==> config.mk <==
export PLATFORM = sky130hd
export DESIGN_NAME = sd_four_line_crc16_flat
export DESIGN_NICKNAME = d
export VERILOG_FILES = /design/src/sdc_pkg.sv /design/src/sdc_req_if.sv /design/src/sdc_rsp_if.sv /design/src/sdc_crc_lanes.sv /design/src/sdc_emit.sv /design/src/sd_four_line_crc16.sv /design/src/flat_wrapper.sv
export VERILOG_INCLUDE_DIRS = /design/src /design/src/src
export SDC_FILE = /design/constraint.sdc
export NUM_CORES = 1
export LEC_CHECK = 0
export BUFFER_PORTS_ARGS = -buffer_cell sky130_fd_sc_hd__buf_2
export CORE_MARGIN = 2
export CORE_UTILIZATION = 35
export CTS_BUF_LIST = sky130_fd_sc_hd__clkbuf_16
export DETAILED_ROUTE_END_ITERATION = 8
export MAX_ROUTING_LAYER = met4
export SLEW_MARGIN = 20
export SYNTH_ARGS = -nofsm -noshare
export SYNTH_HDL_FRONTEND = slang
export SYNTH_SLANG_ARGS = --single-unit
==> constraint.sdc <==
create_clock -name clock -period 5.6 [get_ports clock]
set_input_delay 1.12 -clock clock [delete_from_list [all_inputs] [get_ports clock]]
set_output_delay 1.12 -clock clock [all_outputs]
set_load 0.1 [all_outputs]
==> src/sd_four_line_crc16_assert.svh <==
// assertion macros shared by the sd four line crc16 block
`ifndef SD_FOUR_LINE_CRC16_ASSERT_SVH
`define SD_FOUR_LINE_CRC16_ASSERT_SVH

// same-cycle implication, checked out of reset
`define SDC_ASSERT_NOW(label, ante, cons) \
   label: assert property (@(posedge clock) disable iff (reset) (ante) |-> (cons)) \
      else $error("sdc assertion failed");

// next-cycle implication, checked out of reset
`define SDC_ASSERT_NEXT(label, ante, cons) \
   label: assert property (@(posedge clock) disable iff (reset) (ante) |=> (cons)) \
      else $error("sdc assertion failed");

`endif

==> src/sdc_pkg.sv <==
// types, constants and the crc bit step for the sd four line crc16 block
package sdc_pkg;

   localparam int DATA_LINES = 4;
   localparam int CRC_W      = 16;
   localparam int CRC_BYTES  = 8;
   localparam int CNT_W      = $clog2(CRC_BYTES + 1);

   localparam logic [CRC_W-1:0] CRC_POLY = 16'h1021;

   typedef logic [CRC_W-1:0] crc_line_type;
   typedef logic [DATA_LINES-1:0][CRC_W-1:0] crc_set_type;

   // finished crcs handed from the lanes to the emitter
   typedef struct packed {
      logic        load;
      crc_set_type lines;
   } snap_type;

   // one msb-first crc16 step
   function automatic crc_line_type crc_bit(input crc_line_type r, input logic b);
      logic         fb;
      crc_line_type n;
      fb = r[CRC_W-1] ^ b;
      n  = {r[CRC_W-2:0], 1'b0};
      if (fb) begin
         n = n ^ CRC_POLY;
      end
      return n;
   endfunction

endpackage

==> src/sdc_req_if.sv <==
// data byte channel of the sd four line crc16 block
interface sdc_req_if;
   logic       valid;
   logic       ready;
   logic [7:0] data_byte;
   logic       last_byte;

   modport source (output valid, output data_byte, output last_byte, input ready);
   modport sink (input valid, input data_byte, input last_byte, output ready);
endinterface

==> src/sdc_rsp_if.sv <==
// crc byte channel of the sd four line crc16 block
interface sdc_rsp_if;
   logic       valid;
   logic       ready;
   logic [7:0] crc_byte;
   logic       crc_last;

   modport source (output valid, output crc_byte, output crc_last, input ready);
   modport sink (input valid, input crc_byte, input crc_last, output ready);
endinterface

==> src/sdc_crc_lanes.sv <==
// input register and the four per-line crc16 registers
module sdc_crc_lanes
   import sdc_pkg::*;
(
   input  logic      clock,
   input  logic      reset,
   sdc_req_if.sink   req,
   input  logic      emit_free,
   output snap_type  snap
);

   logic                    in_valid_ff;
   logic [2*DATA_LINES-1:0] in_data_ff;
   logic                    in_last_ff;
   crc_set_type             crc_ff;
   crc_set_type             crc_in;
   logic                    advance;

   // a last item waits until the emitter can take its crcs
   assign advance   = in_valid_ff && (!in_last_ff || emit_free);
   assign req.ready = !in_valid_ff || advance;

   always_comb begin
      crc_line_type c1;
      for (int ln = 0; ln < DATA_LINES; ln++) begin
         // high nibble first, then low nibble
         c1         = crc_bit(crc_ff[ln], in_data_ff[DATA_LINES + ln]);
         crc_in[ln] = crc_bit(c1, in_data_ff[ln]);
      end
   end

   assign snap.load  = advance && in_last_ff;
   assign snap.lines = crc_in;

   always_ff @(posedge clock) begin
      if (reset) begin
         in_valid_ff <= 1'b0;
         crc_ff      <= '0;
      end else begin
         if (req.valid && req.ready) begin
            in_valid_ff <= 1'b1;
         end else if (advance) begin
            in_valid_ff <= 1'b0;
         end
         if (advance) begin
            crc_ff <= in_last_ff ? '0 : crc_in;
         end
      end
   end

   always_ff @(posedge clock) begin
      if (req.valid && req.ready) begin
         in_data_ff <= req.data_byte;
         in_last_ff <= req.last_byte;
      end
   end

endmodule

==> src/sdc_emit.sv <==
// holds a finished crc set and sends it out two bits per line per byte
module sdc_emit
   import sdc_pkg::*;
(
   input  logic      clock,
   input  logic      reset,
   input  snap_type  snap,
   sdc_rsp_if.source rsp,
   output logic      emit_free
);

   crc_set_type      lines_ff;
   logic [CNT_W-1:0] count_ff;
   logic             done;

   assign done      = count_ff == CNT_W'(1);
   assign rsp.valid = count_ff != '0;
   assign rsp.crc_last = done;
   assign emit_free = (count_ff == '0) || (done && rsp.ready);

   always_comb begin
      logic [DATA_LINES-1:0] hi;
      logic [DATA_LINES-1:0] lo;
      for (int ln = 0; ln < DATA_LINES; ln++) begin
         hi[ln] = lines_ff[ln][CRC_W-1];
         lo[ln] = lines_ff[ln][CRC_W-2];
      end
      rsp.crc_byte = {hi, lo};
   end

   always_ff @(posedge clock) begin
      if (reset) begin
         count_ff <= '0;
      end else if (snap.load) begin
         count_ff <= CNT_W'(CRC_BYTES);
      end else if (rsp.valid && rsp.ready) begin
         count_ff <= count_ff - CNT_W'(1);
      end
   end

   always_ff @(posedge clock) begin
      if (snap.load) begin
         lines_ff <= snap.lines;
      end else if (rsp.valid && rsp.ready) begin
         for (int ln = 0; ln < DATA_LINES; ln++) begin
            lines_ff[ln] <= {lines_ff[ln][CRC_W-3:0], 2'b00};
         end
      end
   end

endmodule

==> src/sd_four_line_crc16.sv <==
// sd card 4-bit data bus crc16 generator, four lines
//
// req carries data bytes of a block (data_byte, high nibble first) and
// last_byte on the final one. each nibble bit feeds its own line's crc16
// (poly 0x1021, zero start, msb first). rsp carries eight crc bytes per
// block in transmit order, crc_last on the eighth.
// a data item is registered on accept and absorbed at the next edge, so one
// item per cycle is taken while no block end is pending. the edge that absorbs
// a last item also loads the emitter, so the first crc byte is valid right
// after it and stays on rsp until it is taken with rsp.ready; then one
// byte per cycle while rsp.ready is high; the emit shift register sets that rate.
// the next block's data streams in while crc bytes still go out; a second
// last item waits in the input register until the eighth byte is taken.
// a stall on rsp holds the current crc byte. synchronous reset clears the
// crcs, the input register and the emit count; nothing is sent after reset.
module sd_four_line_crc16
   import sdc_pkg::*;
(
   input  logic      clock,
   input  logic      reset,
   sdc_req_if.sink   req,
   sdc_rsp_if.source rsp
);

   snap_type snap;
   logic     emit_free;

   sdc_crc_lanes u_lanes (
      .clock     (clock),
      .reset     (reset),
      .req       (req),
      .emit_free (emit_free),
      .snap      (snap)
   );

   sdc_emit u_emit (
      .clock     (clock),
      .reset     (reset),
      .snap      (snap),
      .rsp       (rsp),
      .emit_free (emit_free)
   );

`include "sd_four_line_crc16_assert.svh"

   `SDC_ASSERT_NOW(a_load_when_free, snap.load, emit_free)
   `SDC_ASSERT_NEXT(a_load_shows, snap.load, rsp.valid && !rsp.crc_last)
   `SDC_ASSERT_NEXT(a_idle_after_last, rsp.valid && rsp.ready && rsp.crc_last && !snap.load,
                    !rsp.valid)

endmodule

==> src/flat_wrapper.sv <==
// flat-port wrapper written by rule: the top's interface ports become plain ports
module sd_four_line_crc16_flat import sdc_pkg::*;
  (clock, reset, req_valid, req_data_byte, req_last_byte, req_ready, rsp_valid, rsp_crc_byte, rsp_crc_last, rsp_ready);
  sdc_req_if req_i ();
  sdc_rsp_if rsp_i ();
  input  logic clock;
  input  logic reset;
  input wire logic [$bits(req_i.valid)-1:0] req_valid;
  input wire logic [$bits(req_i.data_byte)-1:0] req_data_byte;
  input wire logic [$bits(req_i.last_byte)-1:0] req_last_byte;
  output wire logic [$bits(req_i.ready)-1:0] req_ready;
  output wire logic [$bits(rsp_i.valid)-1:0] rsp_valid;
  output wire logic [$bits(rsp_i.crc_byte)-1:0] rsp_crc_byte;
  output wire logic [$bits(rsp_i.crc_last)-1:0] rsp_crc_last;
  input wire logic [$bits(rsp_i.ready)-1:0] rsp_ready;
  assign req_i.valid = req_valid;
  assign req_i.data_byte = req_data_byte;
  assign req_i.last_byte = req_last_byte;
  assign req_ready = req_i.ready;
  assign rsp_valid = rsp_i.valid;
  assign rsp_crc_byte = rsp_i.crc_byte;
  assign rsp_crc_last = rsp_i.crc_last;
  assign rsp_i.ready = rsp_ready;
  sd_four_line_crc16 u_core (.clock(clock), .reset(reset), .req(req_i), .rsp(rsp_i));
endmodule
==> results.toml <==
[run_status]
status = "finished, final reports clean"

[logic_synthesis]
ys_seq_area_share_pct = 59.1
synthArstFlopShare_pct = 0
synthDistinctLibCells = 36
synth_ff_type = "edfxtp_1"
synth_top_area_cell = "edfxtp_1"
synth_most_common_cell = "edfxtp_1"
synth-edff-count = 73
avgSynthCellArea_um2 = 11.9
syn-cell-area_mm2 = 0.00604
synth_common_cells = "edfxtp_1 (73), dfxtp_1 (69), nand2_1 (53)"
synth.top_cell.area_share_pct = 36.3
synthTopCellsByArea = "edfxtp_1 (36%), dfxtp_1 (23%), mux2_2 (6.9%)"
synth_nets = 524
yosys_warnings = 0
synth_cells = 509
ys_ff_latch = 142

[detailed_routing]
met2_length_um = 5760
top_layer = "met4"
drtIter0Drc = 328
m1WireLength_um = 5580
drt_first_pass_iters = 4
wire_per_inst_um = 16.2
wl_met3_um = 536
num_vias = 3792
ant_nets = 0
routed_via_density = 5.10
wirelength_um = 12000
drc = 0

[place]
portBuffers = 23
dp_cells = 712
gp_congestion = 0.729
hpwl_um = 6340

[power]
p_leak_nw = 2.31
powerDensity_mw_per_mm2 = 530
vdd_drop_max_mv = 0.736

[clock_tree]
cts_resized = 0
clk_path_buf_depth = 2
cts_sinks = 142
htree_levels = 4
clk_latency_ns = 0.41
cts.clk_slew.worst_paths_ns = 0.06
cts_tree = "done"
cts_hold_buf = 0
cts-root-buf = "clkbuf_16"
postCtsSetupBuffers = 0
cts_buffers = 17

[worst_hold_path]
hp-start = "u_core.u_lanes.crc_ff[33]"
hp-class = "reg2reg"
holdPathEnd = "u_core.u_lanes.crc_ff[35]"
hold_depth = 2

[final_layout]
n_antenna_cell = 0
layout-drive-gt1-share_pct = 19.8
syn2layout_area_growth_pct = 12.2
instances_no_fill = 744
fin_nets = 521
n_fill_cell = 1659
fin_util_pct = 39.6

[critical_path]
crit_required_ns = 4.48
critPathMostFrequentCell = "buf_2"
crit_type = "in2out"
r2r_slack_ns = 2.66
crit_buf_inv = 2
r2r-start = "u_core.u_emit.count_ff[0]"
crit_fanout = 8
arrival_ns = 2.24
startpoint_type = "input port"
critical_path.slowest_cell = "buf_2"
critPathLaunch = "rsp_ready"
reg2regPathDepth = 7
slowest_delay_ns = 0.51
crit_path_end_kind = "primary output"
r2r_end = "u_core.u_emit.lines_ff[25]"
crit_family = "buffers and inverters"
path_cells = "buf_2 > a21oi_4 > o311ai_1 > buf_2"

[timing]
fin_tns_setup_ns = 0
finalCriticalPeriod_ns = 3.36
final_max_slew_viol_count = 0
slew_headroom_pct = 36.8
final_hold_viol_count = 0
worst-slew-pin-transition_ns = 0.947
fmax_ghz = 0.298
fin_skew_ns = 0.00814
rsz0062_at_grt = "no"
period_share_pct = 60.0
setup_viol = 0

[floorplanning]
die_h_um = 135
rows = 48
dieWidth_um = 135
coreArea_mm2 = 0.0171
initial_utilization_pct = 35.3
io_pins = 24
die_area_mm2 = 0.0183

[global_route]
grt_pass1_vias = 3791
grt.overflow.total = 0
globalRouteTotalUtil_pct = 14.4
grt_start_max_net_pins = 71
antenna_found_initial = 0
grt_pass1_wl_um = 19400

[job]
drv_cap = 0
## logic make-up (layout without fill, tap and decap cells)
kind of cell	after synthesis	after routing	share of synthesized area (%)
flip-flops	142	142	59.1
AO/OA/AOI/OAI	120	120	12.8
AND/OR/NAND/NOR	92	92	8.01
buffers and inverters	72	82	5.76
multiplexers	57	57	10.5
XOR/XNOR	24	24	3.48
adder cells (fa/ha/maj)	2	2	0.414
## report_power, final
| group | switching (mW) | internal, mW |
|---|---|---|
| logic | 0.747 | 0.267 |
| clock network | 0.399 | 0.636 |
| registers | 0.0776 | 1.47 |
| total | 1.22 | 2.37 |
## how the worst max path moves through the flow
stage,end,depth (start not counted)
global route,req_ready,4
global placement,u_core.u_emit.rsp.crc_byte[1],6
floorplan,req_ready,3
finish,req_ready,4
CTS,req_ready,4
detailed placement,u_core.u_emit.rsp.crc_byte[1],6
## worst reg2reg max path, stage by stage, from the launching register on
cell	delay (ns)
dfxtp_1	0.33
inv_1	0.10
ha_1	0.28
a21oi_4	0.05
buf_4	0.31
or4_2	0.70
nand2_2	0.09
buf_4	0.67
## cell usage in the layout (no fill, tap or decap), types with 17 or more instances in the layout
| cell type | instances |
|---|---|
| clkbuf_16 | 17 |
| nand2_1 | 52 |
| mux2_2 | 37 |
| inv_1 | 23 |
| dfxtp_1 | 69 |
| buf_2 | 23 |
| mux2i_1 | 17 |
| a21oi_1 | 51 |
| edfxtp_1 | 73 |
| o211ai_1 | 48 |
## per-stage QoR
stage	power [mW]	cell area [µm²]	hold slack, ns	worst slack, ns
6_report	3.59	6780	0.472	2.24
3_5_place_dp	2.59	6240	0.461	2.02
4_1_cts	3.63	6780	0.472	2.24
3_3_place_gp	2.56	6240	0.455	2.05
2_1_floorplan	2.42	6040	0.447	0.763
5_1_grt	3.77	6780	0.491	2.14
## flip-flops by register name, indices dropped and copies added (netlist names)
name                        cells
u_core.u_emit.count_ff          4
u_core.u_emit.lines_ff         56
u_core.u_emit.rsp.crc_byte      8
u_core.u_lanes.crc_ff          64
u_core.u_lanes.in_data_ff       8
u_core.u_lanes.in_last_ff       1
u_core.u_lanes.in_valid_ff      1
## routing by layer
| metal | global-route usage, % | vias up |
|---|---|---|
| met1 | 18.4 | 1856 |
| met5 | - | - |
| met2 | 21.5 | 90 |
| met4 | 6.71 | 0 |
| li1 | - | 1836 |
| met3 | 3.48 | 10 |
## cell type report
class | count | area (µm²) | area share (%)
multi-input cells | 295 | 2140 | 31.5
inverters | 19 | 71.3 | 1.05
clock inverters | 15 | 115 | 1.70
clock buffers | 17 | 425 | 6.27
well taps | 225 | 282 | 4.15
flip-flops and latches | 142 | 3570 | 52.7
repair buffers | 31 | 175 | 2.58
Power figures use the tool's default switching activity.
